`src/sv/assert_macros.svh`:
```
// ---------------------------------------------------------------------------
// Assertion macros shared by the escape rewriter modules.
// Each macro expects clk and rst in scope.
// ---------------------------------------------------------------------------
`ifndef ASSERT_MACROS_SVH
`define ASSERT_MACROS_SVH

// Property must hold at every clock edge outside reset.
`define ASSERT_ALWAYS(label, prop, msg) \
  label: assert property (@(posedge clk) disable iff (rst) (prop)) else $error(msg);

// Condition must never be seen outside reset.
`define ASSERT_NEVER(label, cond, msg) \
  label: assert property (@(posedge clk) disable iff (rst) !(cond)) else $error(msg);

`endif

```
`src/sv/jutf_pkg.sv`:
```
// ---------------------------------------------------------------------------
// jutf_pkg
// Types, constants and helpers for the \u00XX escape to UTF-8 rewriter.
// ---------------------------------------------------------------------------
package jutf_pkg;

  localparam int QUEUE_DEPTH = 2;

  localparam logic [7:0] CH_BSLASH = 8'h5C;
  localparam logic [7:0] CH_U      = 8'h75;
  localparam logic [7:0] CH_ZERO   = 8'h30;

  typedef struct packed {
    logic [7:0] in_byte;
    logic       chunk_end;
  } in_beat_t;

  typedef struct packed {
    logic [7:0] out_byte;
    logic       run_last;
    logic       chunk_done;
  } out_beat_t;

  // One input byte's worth of output: held flush, middle bytes, end-of-chunk flush
  typedef struct packed {
    logic [2:0] head_len;
    logic [1:0] mid_len;
    logic [7:0] mid0;
    logic [7:0] mid1;
    logic [2:0] tail_len;
    logic [7:0] held_h;
    logic       chunk_end;
    logic [2:0] total;
  } job_t;

  // {valid, value}
  function automatic logic [4:0] hex_decode(input logic [7:0] c);
    logic [4:0] r;
    r = 5'b0;
    if (c >= 8'h30 && c <= 8'h39) begin
      r = {1'b1, 4'(c - 8'h30)};
    end else if (c >= 8'h61 && c <= 8'h66) begin
      r = {1'b1, 4'(c - 8'h57)};
    end else if (c >= 8'h41 && c <= 8'h46) begin
      r = {1'b1, 4'(c - 8'h37)};
    end
    return r;
  endfunction

  // Held escape bytes in order: backslash, u, 0, 0, H
  function automatic logic [7:0] held_byte(input logic [2:0] pos, input logic [7:0] h);
    logic [7:0] r;
    unique case (pos)
      3'd0:    r = CH_BSLASH;
      3'd1:    r = CH_U;
      3'd2:    r = CH_ZERO;
      3'd3:    r = CH_ZERO;
      default: r = h;
    endcase
    return r;
  endfunction

endpackage

```
`src/sv/json_u00_escape_to_utf8.sv`:
```
// Rewrites each \u00XX JSON escape (X high digit 8..F, either case) into its
// two-byte UTF-8 form and passes every other byte through. One output beat is
// produced per cycle from the back part's output register while out_ready
// allows it, so ordinary bytes stream at one per cycle; an input byte whose
// job holds k bytes occupies the output for k beats (up to six), during
// which the front keeps taking input until the job queue (QueueDepth entries)
// fills. An accepted byte's job is registered in the queue, then loaded into
// the output register. A chunk end flushes any partial escape unchanged;
// run_last marks the final beat of each input byte and chunk_done that of a
// chunk-ending byte. Bytes that are merely held produce no beat.
// ---------------------------------------------------------------------------
// json_u00_escape_to_utf8
// Top level: front classifier, job queue and byte-serial back part.
// ---------------------------------------------------------------------------
module json_u00_escape_to_utf8 #(
  parameter int QueueDepth = jutf_pkg::QUEUE_DEPTH
) (
  input  logic                clk,
  input  logic                rst,
  input  logic                in_valid,
  output logic                in_ready,
  input  jutf_pkg::in_beat_t  in_data,
  output logic                out_valid,
  input  logic                out_ready,
  output jutf_pkg::out_beat_t out_data
);
  import jutf_pkg::*;

  logic q_full, push, pop, head_valid;
  job_t push_job, head_job;

  jutf_front u_front (
    .clk      (clk),
    .rst      (rst),
    .in_valid (in_valid),
    .in_ready (in_ready),
    .in_data  (in_data),
    .q_full   (q_full),
    .push     (push),
    .job      (push_job)
  );

  jutf_queue #(
    .Depth (QueueDepth)
  ) u_queue (
    .clk        (clk),
    .rst        (rst),
    .push       (push),
    .push_job   (push_job),
    .full       (q_full),
    .pop        (pop),
    .head_valid (head_valid),
    .head_job   (head_job)
  );

  jutf_back u_back (
    .clk        (clk),
    .rst        (rst),
    .head_valid (head_valid),
    .head_job   (head_job),
    .pop        (pop),
    .out_valid  (out_valid),
    .out_ready  (out_ready),
    .out_data   (out_data)
  );

endmodule

```
`src/sv/jutf_front.sv`:
```
// ---------------------------------------------------------------------------
// jutf_front
// Tracks the escape match and turns each input beat into at most one output job.
// ---------------------------------------------------------------------------
`include "assert_macros.svh"

module jutf_front (
  input  logic              clk,
  input  logic              rst,
  input  logic              in_valid,
  output logic              in_ready,
  input  jutf_pkg::in_beat_t in_data,
  input  logic              q_full,
  output logic              push,
  output jutf_pkg::job_t    job
);
  import jutf_pkg::*;

  localparam logic [2:0] PH_NONE = 3'd0;
  localparam logic [2:0] PH_BS   = 3'd1;
  localparam logic [2:0] PH_U    = 3'd2;
  localparam logic [2:0] PH_U0   = 3'd3;
  localparam logic [2:0] PH_U00  = 3'd4;
  localparam logic [2:0] PH_HI   = 3'd5;

  logic [2:0] phase, phase_next;
  logic [7:0] hbyte, hbyte_next;

  logic [7:0] b;
  logic [4:0] hv, hv_hi;
  logic       matched;
  logic [2:0] ph_pre;
  logic [7:0] cp;
  logic       take;

  assign b        = in_data.in_byte;
  assign in_ready = !q_full;
  assign take     = in_valid && in_ready;

  always_comb begin
    hv    = hex_decode(b);
    hv_hi = hex_decode(hbyte);
    cp    = {hv_hi[3:0], hv[3:0]};

    unique case (phase)
      PH_BS:         matched = (b == CH_U);
      PH_U, PH_U0:   matched = (b == CH_ZERO);
      PH_U00:        matched = hv[4] && hv[3];
      PH_HI:         matched = hv[4];
      default:       matched = 1'b0;
    endcase

    job = '0;
    job.chunk_end = in_data.chunk_end;
    if (!matched && phase >= PH_BS && phase <= PH_HI) begin
      job.head_len = phase;
    end

    if (matched) begin
      if (phase == PH_HI) begin
        job.mid_len = 2'd2;
        job.mid0    = {6'b110000, cp[7:6]};
        job.mid1    = {2'b10, cp[5:0]};
        ph_pre      = PH_NONE;
      end else begin
        ph_pre = phase + 3'd1;
      end
    end else if (b == CH_BSLASH) begin
      ph_pre = PH_BS;
    end else begin
      job.mid_len = 2'd1;
      job.mid0    = b;
      ph_pre      = PH_NONE;
    end

    job.tail_len = in_data.chunk_end ? ph_pre : PH_NONE;
    phase_next   = in_data.chunk_end ? PH_NONE : ph_pre;
    // tail flush of H only happens when this beat is H, head flush uses the stored H
    job.held_h   = (ph_pre == PH_HI) ? b : hbyte;
    job.total    = job.head_len + {1'b0, job.mid_len} + job.tail_len;
    hbyte_next   = (matched && phase == PH_U00) ? b : hbyte;
  end

  assign push = take && (job.total != 3'd0);

  always_ff @(posedge clk) begin
    if (rst) begin
      phase <= PH_NONE;
      hbyte <= 8'h00;
    end else if (take) begin
      phase <= phase_next;
      hbyte <= hbyte_next;
    end
  end

  `ASSERT_NEVER(a_phase_range, phase > PH_HI, "front: phase out of range")
  `ASSERT_ALWAYS(a_job_bound, !(take && job.total > 3'd6), "front: job longer than six bytes")

endmodule

```
`src/sv/jutf_queue.sv`:
```
// ---------------------------------------------------------------------------
// jutf_queue
// Short job queue between the front and back parts.
// ---------------------------------------------------------------------------
`include "assert_macros.svh"

module jutf_queue #(
  parameter int Depth = jutf_pkg::QUEUE_DEPTH
) (
  input  logic           clk,
  input  logic           rst,
  input  logic           push,
  input  jutf_pkg::job_t push_job,
  output logic           full,
  input  logic           pop,
  output logic           head_valid,
  output jutf_pkg::job_t head_job
);
  import jutf_pkg::*;

  localparam int PtrW = (Depth > 1) ? $clog2(Depth) : 1;
  localparam int CntW = $clog2(Depth + 1);
  localparam logic [PtrW-1:0] LastPtr = PtrW'(Depth - 1);
  localparam logic [CntW-1:0] FullCnt = CntW'(Depth);

  job_t            slots [Depth];
  logic [PtrW-1:0] wr_ptr, rd_ptr;
  logic [CntW-1:0] count;

  assign full       = (count == FullCnt);
  assign head_valid = (count != '0);
  assign head_job   = slots[rd_ptr];

  always_ff @(posedge clk) begin
    if (push) begin
      slots[wr_ptr] <= push_job;
    end
  end

  always_ff @(posedge clk) begin
    if (rst) begin
      wr_ptr <= '0;
      rd_ptr <= '0;
      count  <= '0;
    end else begin
      if (push) begin
        wr_ptr <= (wr_ptr == LastPtr) ? '0 : wr_ptr + 1'b1;
      end
      if (pop) begin
        rd_ptr <= (rd_ptr == LastPtr) ? '0 : rd_ptr + 1'b1;
      end
      if (push && !pop) begin
        count <= count + 1'b1;
      end else if (pop && !push) begin
        count <= count - 1'b1;
      end
    end
  end

  `ASSERT_NEVER(a_no_overflow, push && full, "queue: push while full")
  `ASSERT_NEVER(a_no_underflow, pop && !head_valid, "queue: pop while empty")

endmodule

```
`src/sv/jutf_back.sv`:
```
// ---------------------------------------------------------------------------
// jutf_back
// Walks each queued job one byte a beat into the output register.
// ---------------------------------------------------------------------------
`include "assert_macros.svh"

module jutf_back (
  input  logic               clk,
  input  logic               rst,
  input  logic               head_valid,
  input  jutf_pkg::job_t     head_job,
  output logic               pop,
  output logic               out_valid,
  input  logic               out_ready,
  output jutf_pkg::out_beat_t out_data
);
  import jutf_pkg::*;

  logic [2:0] idx, idx_next;
  logic [2:0] mid_end, rel;
  logic [7:0] cur_byte;
  logic       last;
  logic       load;

  assign load = head_valid && (!out_valid || out_ready);
  assign last = (idx == head_job.total - 3'd1);
  assign pop  = load && last;

  always_comb begin
    mid_end = head_job.head_len + {1'b0, head_job.mid_len};
    rel     = 3'd0;
    if (idx < head_job.head_len) begin
      cur_byte = held_byte(idx, head_job.held_h);
    end else if (idx < mid_end) begin
      rel      = idx - head_job.head_len;
      cur_byte = (rel == 3'd0) ? head_job.mid0 : head_job.mid1;
    end else begin
      rel      = idx - mid_end;
      cur_byte = held_byte(rel, head_job.held_h);
    end
    idx_next = last ? 3'd0 : idx + 3'd1;
  end

  always_ff @(posedge clk) begin
    if (load) begin
      out_data.out_byte   <= cur_byte;
      out_data.run_last   <= last;
      out_data.chunk_done <= last && head_job.chunk_end;
    end
  end

  always_ff @(posedge clk) begin
    if (rst) begin
      out_valid <= 1'b0;
      idx       <= 3'd0;
    end else if (load) begin
      out_valid <= 1'b1;
      idx       <= idx_next;
    end else if (out_ready) begin
      out_valid <= 1'b0;
    end
  end

  `ASSERT_ALWAYS(a_job_nonempty, !head_valid || head_job.total != 3'd0,
                 "back: empty job in queue")
  `ASSERT_ALWAYS(a_idx_in_job, !head_valid || idx < head_job.total,
                 "back: byte index past end of job")

endmodule

```
`config.mk`:
```
export PLATFORM = sky130hd
export DESIGN_NAME = json_u00_escape_to_utf8
export DESIGN_NICKNAME = d
export VERILOG_FILES = /design/src/sv/jutf_pkg.sv /design/src/sv/json_u00_escape_to_utf8.sv /design/src/sv/jutf_front.sv /design/src/sv/jutf_queue.sv /design/src/sv/jutf_back.sv
export VERILOG_INCLUDE_DIRS = /design/src /design/src/sv
export SDC_FILE = /design/constraint.sdc
export NUM_CORES = 1
export LEC_CHECK = 0
export BUFFER_PORTS_ARGS = -buffer_cell sky130_fd_sc_hd__buf_4
export CAP_MARGIN = 20
export CORE_UTILIZATION = 40
export CTS_CLUSTER_SIZE = 16
export DETAILED_ROUTE_END_ITERATION = 16
export PLACE_DENSITY = 0.65
export SLEW_MARGIN = 20
export SYNTH_ARGS = -nofsm -noshare
export SYNTH_HDL_FRONTEND = slang
export SYNTH_SLANG_ARGS = --single-unit
```
`constraint.sdc`:
```
create_clock -name clk -period 16.6 [get_ports clk]
set_input_delay 2.49 -clock clk [delete_from_list [all_inputs] [get_ports clk]]
set_output_delay 2.49 -clock clk [all_outputs]
set_load 0.01 [all_outputs]
```
# Yosys cells after proc, flatten, opt, wreduce, memory -nomap -nowiden

Memories as Yosys holds them, arrays and structs flattened. A register that Yosys moved wholly into a read port is not among the register bits.
Cells that the tools add are included.

Add/sub/neg operators: 18
Multiply operators: 0
Divide/modulo/power cells: 0
Order comparisons: 16
Eq/ne operators: 17
Shift-type cells: 0
Multiplexer cells: 34
Bitwise logic cells: 0
Reductions and logical operators: 34

Operators by type and width:

| cell                                                           | number |
|---|---|
| case mux 8 bit (3 select lines)                                | 2 |
| 2-to-1 mux 8 bit                                               | 5 |
| >= comparator 8 x 7 -> 1 bit, second input constant            | 4 |
| less-or-equal comparator 8 x 7 -> 1 bit, second input constant | 4 |
| equality test 3 x 2 -> 1 bit, second input constant            | 6 |
| 2-to-1 mux 18 bit                                              | 1 |
| 2-to-1 mux 3 bit                                               | 6 |
| logical AND 1 bit                                              | 17 |
| equality test 8 x 7 -> 1 bit, second input constant            | 2 |
| >= comparator 8 x 6 -> 1 bit, second input constant            | 2 |
| less-or-equal comparator 8 x 6 -> 1 bit, second input constant | 2 |
| subtractor 4 x 3 -> 4 bit, second input constant               | 4 |
| 2-to-1 mux 5 bit                                               | 3 |
| 2-to-1 mux 4 bit                                               | 3 |
| 2-to-1 mux 10 bit                                              | 1 |
| equality test 3 x 1 -> 1 bit, second input constant            | 3 |
| equality test 3 bit, second input constant                     | 3 |
| logical NOT 3 bit                                              | 3 |
| 2-to-1 mux 1 bit                                               | 9 |
| 2-to-1 mux 9 bit                                               | 1 |
| equality test 8 x 6 -> 1 bit, second input constant            | 1 |
| subtractor 4 x 1 -> 4 bit, second input constant               | 2 |
| adder 3 x 1 -> 3 bit, second input constant                    | 2 |
| adder 3 x 2 -> 3 bit                                           | 2 |
| other kinds (19)                                               | 31 |

Register bits after elaboration: 29
Latch bits: 0
RAM bits: 72
Bits in read-only memories: 0
Input bits: 13
Output and inout port bits: 12
Word-level logic and storage cells: 130
Memories: 1

Memory list:

| name          | words | bits a word | read ports | clocked after memory_dff | write ports | RTL line         | RTL |
|---|---|---|---|---|---|---|---|
| u_queue.slots | 2     | 36          | 1          | 1                        | 1           | jutf_queue.sv:26 | `job_t slots [Depth];` |

# Depth between registers and ports, before layout

Gate-level depths: netlist (run 1).

Depth in word-level cells: 19
Mapped depth: 21
Depth with buffers taken out: 19

# Hierarchy

From an unflattened synthesis (run 1), not the netlist that was laid out.

Cells, all modules: 422
Area total of the unflattened synthesis: 5328.9 µm²

Modules (own cells, without submodules):

| module     | times used | cells an instance | area each (µm²) | seq. area each (µm²) |
|---|---|---|---|---|
| jutf_queue | 1          | 134               | 2816.5          | 2262.2 |
| jutf_front | 1          | 166               | 1316.3          | 220.2 |
| jutf_back  | 1          | 122               | 1196.1          | 380.4 |

# Worst setup path before layout (run 1)

Ideal clock, no wire load.

Path kind: input to register
Start: in in_data[1] in the netlist's numbering
End: mem u_queue.slots[0][0] in the netlist's numbering (enable)
Setup time: 0.423 ns
Arrival: 7.171 ns
Data required time: 16.177 ns
Slack: 9.007 ns
Stages: 16
Buffers on the path: 0
Cell sequence: inv_1 > ha_1 > o21bai_1 > a21oi_1 > a21o_2 > a31o_2 > nor2_1 > a211oi_1 > fa_1 > ha_1 > xor2_1 > xnor2_1 > nor4_1 > a21o_1 > nor4_2 > nor2b_1

RTL lines:

| item        | RTL line                      | RTL |
|---|---|---|
| from (decl) | json_u00_escape_to_utf8.sv:22 | `input jutf_pkg::in_beat_t in_data,` |
| to (decl)   | jutf_queue.sv:26              |  |

==> results_dict.tcl, run 1 <==
set metrics [dict create \
    status "complete, no violations" \
    die-area_mm2 0.0127 \
    yosys_warnings 0 \
    criticalPathCategory "in -> reg" \
    cp_slowest_cell "nor2_1" \
    synth.distinct_cells 57 \
    dp_hpwl_um 6910 \
    grt_pass1_wl_um 15900 \
    io_buffers 24 \
    final_hold_viol_count 0 \
    seq_power_share_pct 39.0 \
    antenna_found_initial 0 \
    topRoutingLayerUsed "met4" \
    synth_nets 451 \
    crit_chain "buf_4 > inv_1 > ha_1 > o21bai_1 > a21oi_1 > a21o_2 > a31o_2 > nor2_1 > a211oi_1 > fa_1 > ha_1 > xor2_1 > xnor2_1 > nor4_1 > a21o_1 > nor4_2 > nor2b_2 > buf_4" \
    fillers 1107 \
    synth_xor_area_share_pct 3.21 \
    gr-total-overflow 0 \
    min_period_ps 6960 \
    crit_arrival_ps 6950 \
    synth-main-ff-cell "edfxtp_1" \
    post_cts_buffers 0 \
    power.total_uw 815 \
    synthTopCellsByCount "edfxtp_1, a21oi_1, nor2_1" \
    grtUsageTotal_pct 16.1 \
    routed_wl_um 9590 \
    syn_avg_cell_area_um2 11.9 \
    synth_edf_count 72 \
    holdPathEnd "u_front.hbyte[7]$_SDFFE_PP0P_" \
    design_area_mm2 0.00549 \
    fin_cells 584 \
    cts_buffers 9 \
    crit_path_end_kind "flip-flop" \
    maxSlewHeadroom_pct 41.4 \
    via_per_inst 5.45 \
    cts_tree "done" \
    p_clk_share_pct 23.4 \
    power.switching_uw 277 \
    placed_cells 568 \
    cp_top_family "simple AND/OR/NAND/NOR gates" \
    ant_nets 0 \
    cpPeakStageDelay_ps 540 \
    tightest_slew_ps 872 \
    syn_to_final_growth_pct 11.7 \
    dpl_cell_area_mm2 0.00521 \
    synthSimpleGateAreaFrac_pct 13.2 \
    drt-met1-wl_um 4510 \
    clock.fmax_mhz 144 \
    p_per_area_mw_per_mm2 149 \
    worstPathBufferInverterCount 3 \
    cts_buffer_depth 2 \
    async_flop_share_pct 0 \
    floorplan.initialDensity_pct 40.9 \
    start_kind "input pin" \
    cap_violations 0 \
    clock_latency_ps 340 \
    hold_class "reg -> reg" \
    num_vias 3183 \
    grt_pass1_vias 3124 \
    ctsRootBufferMaster "clkbuf_16" \
    synthCells 411 \
    yosys.area.top_type "edfxtp_1" \
    p_leak_nw 1.98 \
    worstRegToRegCells 17 \
    fin_worst_skew_ps 6.46 \
    place_congestion 0.873 \
    required_ps 16600 \
    die_w_um 113 \
    cts.sinks 92 \
    io_pins 25 \
    ir_drop_uv 47.9 \
    synth_most_common_cell "edfxtp_1" \
    synth-compound-area-share_pct 10.4 \
    detail_route.wl_per_cell_um 16.4 \
    die_h_um 113 \
    grt_max_degree 32 \
    wl_met3_um 345 \
    synthesis.area_mm2 0.00491 \
    hold_start "u_front.hbyte[7]$_SDFFE_PP0P_" \
    fin_setup_tns_ps 0 \
    period_share_pct 41.9 \
    post-route-util_pct 45.7 \
    reg2reg_from "u_front.phase[0]$_SDFFE_PP0P_" \
    cts_resized 0 \
    layout-drive-gt1-share_pct 16.2 \
    final_nets 472 \
    synth.area.mux_share_pct 9.94 \
    p_sw_share_pct 34.0 \
    crit_fanout 31 \
    holdPathStages 2 \
    p_int_uw 538 \
    setup_viol 0 \
    n_antenna_cell 0 \
    rrSetupSlack_ps 11500 \
    htree_levels 3 \
    ys_ff_latch 92 \
    synthTopCellsByArea "edfxtp_1, dfxtp_1, ha_1, mux2i_1, a21oi_1" \
    r2r_end "u_queue.slots[0][11]$_DFFE_PP_" \
    drt_pass1_iterations 6 \
    path_clk_slew_ps 60 \
    drtIter0Drc 122 \
    comb_power_share_pct 37.6 \
    yosys.area_share.adder_pct 7.64 \
    met2_length_um 4610 \
    yosysSeqAreaShare_pct 52.2 \
    rsz0062_at_grt "false" \
    maxSlewViolCount 0 \
    yosys.area.top_type_share_pct 44.0 \
    core-area_mm2 0.0120 \
    placementRows 40 \
    synth_top_family_by_area "simple AND/OR/NAND/NOR gates" \
    drcViolationCount 0 \
    holdBufCountCts 0 \
]
==> placed cells by master, fill, tap and decap left out, types with 5 or more instances in the layout <==
cell type / netlist / routed
inv_1: 20 / 20
ha_1: 22 / 22
nand2b_1: 7 / 7
xnor2_1: 9 / 9
mux2_4: 5 / 5
o21ai_0: 19 / 19
mux2_2: 6 / 6
edfxtp_1: 72 / 72
xor2_1: 9 / 9
and2_1: 8 / 8
nand3_1: 11 / 11
clkbuf_16: 0 / 9
nand2_1: 16 / 16
a21oi_1: 32 / 32
dfxtp_1: 20 / 20
fa_1: 5 / 5
nor2b_1: 7 / 6
nor3_1: 9 / 9
buf_4: 1 / 27
mux2i_1: 21 / 21
mux4_2: 6 / 6
nor2_1: 29 / 29
==> state kept, by name, indices dropped and copies added, names as in the netlist, named ones only <==
signal            count
u_queue.slots        62
u_queue.wr_ptr        1
u_queue.count         2
u_back.idx            3
u_back.out_valid      1
u_front.hbyte         8
u_queue.rd_ptr        1
u_front.phase         3
u_back.out_data      10
==> logic make-up (layout without fill, tap and decap cells) <==
group	after synthesis	after routing
and+or+nand+nor	117	117
DFF	92	92
AOI/OAI and AO/OA	82	82
muxes	38	38
buffers and inverters	37	63
adders and majority gates	27	27
xor gates and xnor gates	18	18
==> power by group through the flow <==
stage	clock [mW]	sequential, mW	combinational, mW
2_1_floorplan	0	0.328	0.224
3_3_place_gp	0	0.322	0.302
3_5_place_dp	0	0.323	0.306
4_1_cts	0.196	0.319	0.309
5_1_grt	0.204	0.322	0.345
6_report	0.191	0.318	0.306
==> worst max path at each step <==
stage / startpoint / end / slack, ps / depth (start not counted)
6_report: in_data[1] / u_queue.slots[0][11]$_DFFE_PP_ / 9640 / 18
5_1_grt: in_data[1] / u_queue.slots[0][18]$_DFFE_PP_ / 9280 / 18
4_1_cts: in_data[1] / u_queue.slots[0][33]$_DFFE_PP_ / 9620 / 18
3_5_place_dp: in_data[1] / u_queue.slots[0][11]$_DFFE_PP_ / 9300 / 18
3_3_place_gp: in_data[1] / u_queue.slots[0][27]$_DFFE_PP_ / 9470 / 18
2_1_floorplan: in_data[1] / u_queue.slots[0][0]$_DFFE_PP_ / 9010 / 16
==> worst min-delay path, cell delays in order (launching register included) <==
cell      delay, ps
dfxtp_1         340
nand2b_1         80
a21oi_1          40
==> metrics by stage <==
step / setup slack [ps] / hold WS, ps
2_1_floorplan: 9010 / 442
3_3_place_gp: 9470 / 473
3_5_place_dp: 9300 / 471
4_1_cts: 9620 / 491
5_1_grt: 9280 / 529
6_report: 9640 / 492
==> area by class of cell <==
type | instances | area (um2) | share of cell area [%]
multi-input combinational | 282 | 2180 | 39.8
inverter | 20 | 75.1 | 1.37
sequential | 92 | 2560 | 46.7
timing repair buffer | 27 | 203 | 3.70
tap | 147 | 184 | 3.35
clock inverter | 6 | 40.0 | 0.730
clock buffer | 10 | 239 | 4.36
==> per-layer routing <==
| metal | up-vias | GRT usage, % |
|---|---|---|
| li1 | 1562 | - |
| met3 | 10 | 3.37 |
| met1 | 1547 | 21.8 |
| met5 | - | 0 |
| met2 | 64 | 25.6 |
| met4 | 0 | 5.96 |
Power figures use the tool's default switching activity.
==> inputs of run 2 (changes only) <==
--- a/config.mk
+++ b/config.mk
@@ -11,7 +11,7 @@
 export CORE_UTILIZATION = 40
 export CTS_CLUSTER_SIZE = 16
 export DETAILED_ROUTE_END_ITERATION = 16
-export PLACE_DENSITY = 0.65
+export PLACE_DENSITY = 0.67
 export SLEW_MARGIN = 20
 export SYNTH_ARGS = -nofsm -noshare
 export SYNTH_HDL_FRONTEND = slang
==> constraint.sdc (replaced) <==
create_clock -name clk -period 6.4 [get_ports clk]
set_input_delay 0.96 -clock clk [delete_from_list [all_inputs] [get_ports clk]]
set_output_delay 0.96 -clock clk [all_outputs]
set_load 0.01 [all_outputs]
==> run 2 against run 1 <==
Via count is 0.60% higher. Critical endpoint is now u_queue.slots[0][19]$_DFFE_PP_. Clock skew is 0.58 ps lower. Cell area is 1.1% higher. Largest cell class unchanged. First-iteration DRC count is 29% higher. Worst setup slack worse by 8600 ps. Largest power group unchanged.
==> results_dict.tcl, run 2 (synthesis gave the netlist of run 1 again) <==
set metrics [dict create \
    top_register "u_queue.slots" \
    routed_wl_um 9870 \
    die_w_um 113 \
    cts.sinks 92 \
    top_regs "u_queue.slots: 62 flops, u_back.out_data: 10 flops, u_front.hbyte: 8 flops" \
    crit_path_end_kind "flip-flop" \
    holdWs_ps 475 \
    place_congestion 0.903 \
    maxSlewViolCount 0 \
    busiest_layer "met2" \
    grtUsageMet1_pct 22.7 \
    hold_class "reg -> reg" \
    grt_pass1_vias 3165 \
    drt_pass1_iterations 7 \
    crit_chain "buf_4 > inv_1 > ha_1 > o21bai_1 > a21oi_1 > a21o_2 > a31o_2 > nor2_1 > a211oi_1 > fa_1 > ha_1 > xor2_1 > xnor2_1 > nor4_1 > a21o_1 > nor4_2 > nor2b_2 > buf_4" \
    cts_resized 0 \
    use_met3_pct 3.05 \
    ant_nets 0 \
    cp_top_family "simple AND/OR/NAND/NOR gates" \
    die-area_mm2 0.0127 \
    drcViolationCount 0 \
    multi_input_area_mm2 0.00218 \
    via_per_inst 5.48 \
    grtUsageTotal_pct 16.8 \
    cpPeakStageDelay_ps 500 \
    path_clk_slew_ps 60 \
    cts_buffer_depth 2 \
    grt_pass1_wl_um 16500 \
    post_cts_buffers 0 \
    final_nets 472 \
    grt_util_met2_pct 26.9 \
    fillers 1105 \
    rsz0062_at_grt "false" \
    floorplan.initialDensity_pct 40.9 \
    die_h_um 113 \
    num_vias 3202 \
    clock.fmax_mhz 186 \
    dp_hpwl_um 7330 \
    cts_buffers 9 \
    maxSlewHeadroom_pct 37.2 \
    io_pins 25 \
    largest_reg_flops 62 \
    antenna_found_initial 0 \
    start_kind "input pin" \
    holdBufCountCts 0 \
    io_buffers 24 \
    setup_viol 0 \
    core-area_mm2 0.0120 \
    p_per_area_mw_per_mm2 403 \
    status "complete, no violations" \
    criticalPathCategory "in -> reg" \
    gr-total-overflow 0 \
    ctsRootBufferMaster "clkbuf_16" \
    placementRows 40 \
    area.sequential_mm2 0.00256 \
    clock_latency_ps 340 \
    fin_setup_tns_ps 0 \
    grt_max_degree 32 \
    ir_drop_uv 129 \
    syn_to_final_growth_pct 12.9 \
    detail_route.wl_per_cell_um 16.9 \
    required_ps 6390 \
    cap_violations 0 \
    layout-drive-gt1-share_pct 16.2 \
    tightest_slew_ps 935 \
    final_cell_mix "edfxtp_1, a21oi_1, nor2_1, buf_4, ha_1" \
    n_antenna_cell 0 \
    final_common_cell "edfxtp_1" \
    final_hold_viol_count 0 \
    crit_fanout 31 \
    p_leak_nw 2.01 \
    drtIter0Drc 157 \
    period_share_pct 83.8 \
    crit_arrival_ps 5350 \
    htree_levels 3 \
    worstPathBufferInverterCount 3 \
    fin_worst_skew_ps 5.87 \
    cp_slowest_cell "nor2_1" \
    cts_tree "done" \
    min_period_ps 5360 \
]
[run 2: area by class of cell]
cell class | instances | area share [%]
inverter | 20 | 1.35
sequential | 92 | 46.2
clock buffer | 9 | 4.06
clock inverter | 7 | 2.08
multi-input combinational | 282 | 39.3
tap | 147 | 3.32
timing repair buffer | 27 | 3.65
[run 2: per-layer routing]
metal / share of wire, % / up-vias
li1: - / 1565
met1: 48 / 1551
met2: 47 / 71
met3: 2.8 / 15
met4: 1.7 / 0
met5: 0 / -
[run 2: where the power goes]
group / total, mW / internal [mW] / switching, mW
combinational: 0.784 / 0.338 / 0.446
sequential: 0.846 / 0.786 / 0.0597
clock: 0.603 / 0.380 / 0.223
[run 2: through the flow]
stage                     instance area (um2)  setup WS [ps]  power, mW  cells  util [%]
after detailed placement                 5210            692       1.64    568      43.3
after global placement                   5210            817       1.61    568      43.3
final                                    5550           1040       2.23    584      46.2
after floorplan                          4910            337       1.43    411         -
after CTS                                5550           1050       2.25    584      46.2
after global routing                     5550            617       2.38    584      46.2
[run 2: worst paths after layout]
| check | slack [ps] | to | cells after the start | from |
|---|---|---|---|---|
| max reg2reg | 1320 | u_queue.slots[0][19]$_DFFE_PP_ | 17 | u_front.phase[0]$_SDFFE_PP0P_ |
| min reg2reg | 480 | u_front.hbyte[7]$_SDFFE_PP0P_ | 2 | u_front.hbyte[7]$_SDFFE_PP0P_ |
| max | 1040 | u_queue.slots[0][19]$_DFFE_PP_ | 18 | in_data[1] |
| min | 480 | u_front.hbyte[7]$_SDFFE_PP0P_ | 2 | u_front.hbyte[7]$_SDFFE_PP0P_ |
[run 2: tightest hold or removal path, stage by stage (launching register included)]
cell and delay (ps):
dfxtp_1 320, nand2b_1 70, a21oi_1 40
==> inputs of run 3 (changes only) <==
--- a/config.mk
+++ b/config.mk
@@ -6,6 +6,7 @@
 export SDC_FILE = /design/constraint.sdc
 export NUM_CORES = 1
 export LEC_CHECK = 0
+export ABC_AREA = 1
 export BUFFER_PORTS_ARGS = -buffer_cell sky130_fd_sc_hd__buf_4
 export CAP_MARGIN = 20
 export CORE_UTILIZATION = 40
==> constraint.sdc (replaced) <==
create_clock -name clk -period 4.36 [get_ports clk]
set_input_delay 0.654 -clock clk [delete_from_list [all_inputs] [get_ports clk]]
set_output_delay 0.654 -clock clk [all_outputs]
set_load 0.01 [all_outputs]
==> run 3 against run 2 <==
The run now ends with DRC left. Worst hold slack improved by 23 ps. Cell area up 0.63%. Cell count increased by 17%. Clock skew is 3.2 ps higher. Largest power group is now combinational cells.
==> results_dict.tcl, run 3 <==
set metrics [dict create \
    ir_drop_uv 197 \
    p_leak_nw 2.27 \
    layout-drive-gt1-share_pct 18.1 \
    synthTopCellsByCount "nand2_1, edfxtp_1, inv_1" \
    yosysSeqAreaShare_pct 52.4 \
    synth_edf_count 72 \
    period_share_pct 92.0 \
    die_w_um 113 \
    htree_levels 3 \
    clock_latency_ps 340 \
    maxSlewViolCount 0 \
    yosys_warnings 0 \
    cap_violations 0 \
    top_regs "u_queue.slots: 62 flops, u_back.out_data: 10 flops, u_front.hbyte: 8 flops" \
    fillers 1078 \
    violations "DRC" \
    maxSlewHeadroom_pct 65.1 \
    crit_path_end_kind "flip-flop" \
    top_register "u_queue.slots" \
    die_h_um 113 \
    multi_input_area_mm2 0.00205 \
    placementRows 40 \
    ctsRootBufferMaster "clkbuf_16" \
    criticalPathCategory "in -> reg" \
    core-area_mm2 0.0120 \
    cts_tree "done" \
    cts_buffers 9 \
    cp_slowest_cell "fa_1" \
    synth.distinct_cells 49 \
    grtUsageTotal_pct 16.4 \
    n_antenna_cell 0 \
    crit_arrival_ps 4240 \
    post_cts_buffers 0 \
    cts_buffer_depth 2 \
    syn_avg_cell_area_um2 9.82 \
    fin_worst_skew_ps 9.08 \
    final_cell_mix "nand2_1, edfxtp_1, inv_1, nor2_1, a21oi_1" \
    final_common_cell "nand2_1" \
    ys_ff_latch 92 \
    p_per_area_mw_per_mm2 607 \
    die-area_mm2 0.0127 \
    crit_start "in_data[2]" \
    clock.fmax_mhz 249 \
    rsz0062_at_grt "false" \
    holdWs_ps 499 \
    num_vias 3399 \
    setup_viol 0 \
    antenna_found_initial 0 \
    synthesis.area_mm2 0.00489 \
    crit_fanout 7 \
    reg2reg_from "u_front.phase[2]$_SDFFE_PP0P_" \
    synth_nets 538 \
    synth_most_common_cell "nand2_1" \
    path_common_cell "inv_1" \
    drcViolationCount 2 \
    fin_setup_tns_ps 0 \
    path_clk_slew_ps 60 \
    io_pins 25 \
    synth-main-ff-cell "edfxtp_1" \
    area.sequential_mm2 0.00256 \
    hold_class "reg -> reg" \
    preCtsSetupSlack_ps -93.0 \
    final_hold_viol_count 0 \
    tightest_slew_ps 522 \
    syn_to_final_growth_pct 14.1 \
    drtIter0Drc 124 \
    dp_hpwl_um 7070 \
    yosys.area.top_type_share_pct 44.2 \
    async_flop_share_pct 0 \
    place_congestion 0.883 \
    ant_nets 0 \
    io_buffers 24 \
    setup_slack_ps 348 \
    final_nets 570 \
    required_ps 4580 \
    min_period_ps 4010 \
    routed_wl_um 9500 \
    gr-total-overflow 0 \
    synthCells 498 \
    via_per_inst 4.98 \
    floorplan.initialDensity_pct 40.9 \
    largest_reg_flops 62 \
    start_kind "input pin" \
    drt_pass1_iterations 10 \
    grt_pass1_wl_um 15900 \
    grt_max_degree 32 \
    hold_start "u_queue.count[1]$_SDFFE_PP0P_" \
    cpPeakStageDelay_ps 510 \
    detail_route.wl_per_cell_um 13.9 \
    yosys.area.top_type "edfxtp_1" \
    cts.sinks 92 \
    status "finished with violations" \
    synthTopCellsByArea "edfxtp_1, dfxtp_1, nand2_1, ha_1, inv_1" \
    grt_pass1_vias 3282 \
]
==> run 3: cell families after synthesis <==
group,count (synthesis),synth area share (%)
and+or+nand+nor,195,18.7
DFF,92,52.4
AOI/OAI and AO/OA,89,11.1
buffers and inverters,73,6.01
adders and majority gates,27,7.67
xor gates and xnor gates,13,2.33
muxes,9,1.84
==> run 3: area by class of cell <==
| type | count | area share (%) |
|---|---|---|
| sequential | 92 | 45.9 |
| clock inverter | 5 | 0.941 |
| timing repair buffer | 32 | 4.75 |
| inverter | 62 | 4.17 |
| tap | 147 | 3.30 |
| clock buffer | 11 | 4.17 |
| multi-input combinational | 333 | 36.8 |
==> run 3: path summary, 6_finish.rpt <==
path | cells past startpoint | to | slack [ps]
setup / recovery | 27 | u_queue.count[1]$_SDFFE_PP0P_ | 350
hold / removal | 2 | u_queue.count[1]$_SDFFE_PP0P_ | 500
setup reg to reg | 25 | u_queue.count[1]$_SDFFE_PP0P_ | 410
hold reg to reg | 2 | u_queue.count[1]$_SDFFE_PP0P_ | 500
==> run 3: timing repair <==
action / CTS / global route
hold buffers: 0 / 0
endpoints found under the setup margin: 0 / 1
endpoints found under the hold margin: 0 / 0
resized for setup: 0 / 4
==> run 3: metal layers <==
| metal | vias up | track usage, % | wire [um] |
|---|---|---|---|
| met1 | 1582 | 21.9 | 4550 |
| met4 | 0 | 6.76 | 120 |
| li1 | 1751 | - | - |
| met5 | - | 0 | 0 |
| met2 | 60 | 25.7 | 4540 |
| met3 | 6 | 3.56 | 282 |
==> run 3: power by group <==
part | switching, mW | internal [mW] | leakage (nW) | total [mW]
clock | 0.311 | 0.441 | 0.139 | 0.752
combinational | 0.905 | 0.513 | 1.30 | 1.42
sequential | 0.0584 | 1.16 | 0.837 | 1.22
total | 1.27 | 2.12 | 2.27 | 3.39
==> run 3: metrics by stage <==
step                      cell area, um2  utilization, %  instances  power, mW
after global routing                5580            46.7        682       3.64
after floorplan                     4900               -        498       2.24
after global placement              5290            44.2        666       2.61
final                               5580            46.7        682       3.39
after CTS                           5570            46.6        682       3.42
after detailed placement            5290            44.2        666       2.66
==> run 3: critical path: cells and delay by family <==
| kind | cells | cell delay (ps) |
|---|---|---|
| adders and majority gates | 4 | 1220 |
| and+or+nand+nor | 10 | 900 |
| AOI/OAI and AO/OA | 6 | 830 |
| buffers and inverters | 6 | 420 |
| xor gates and xnor gates | 1 | 200 |
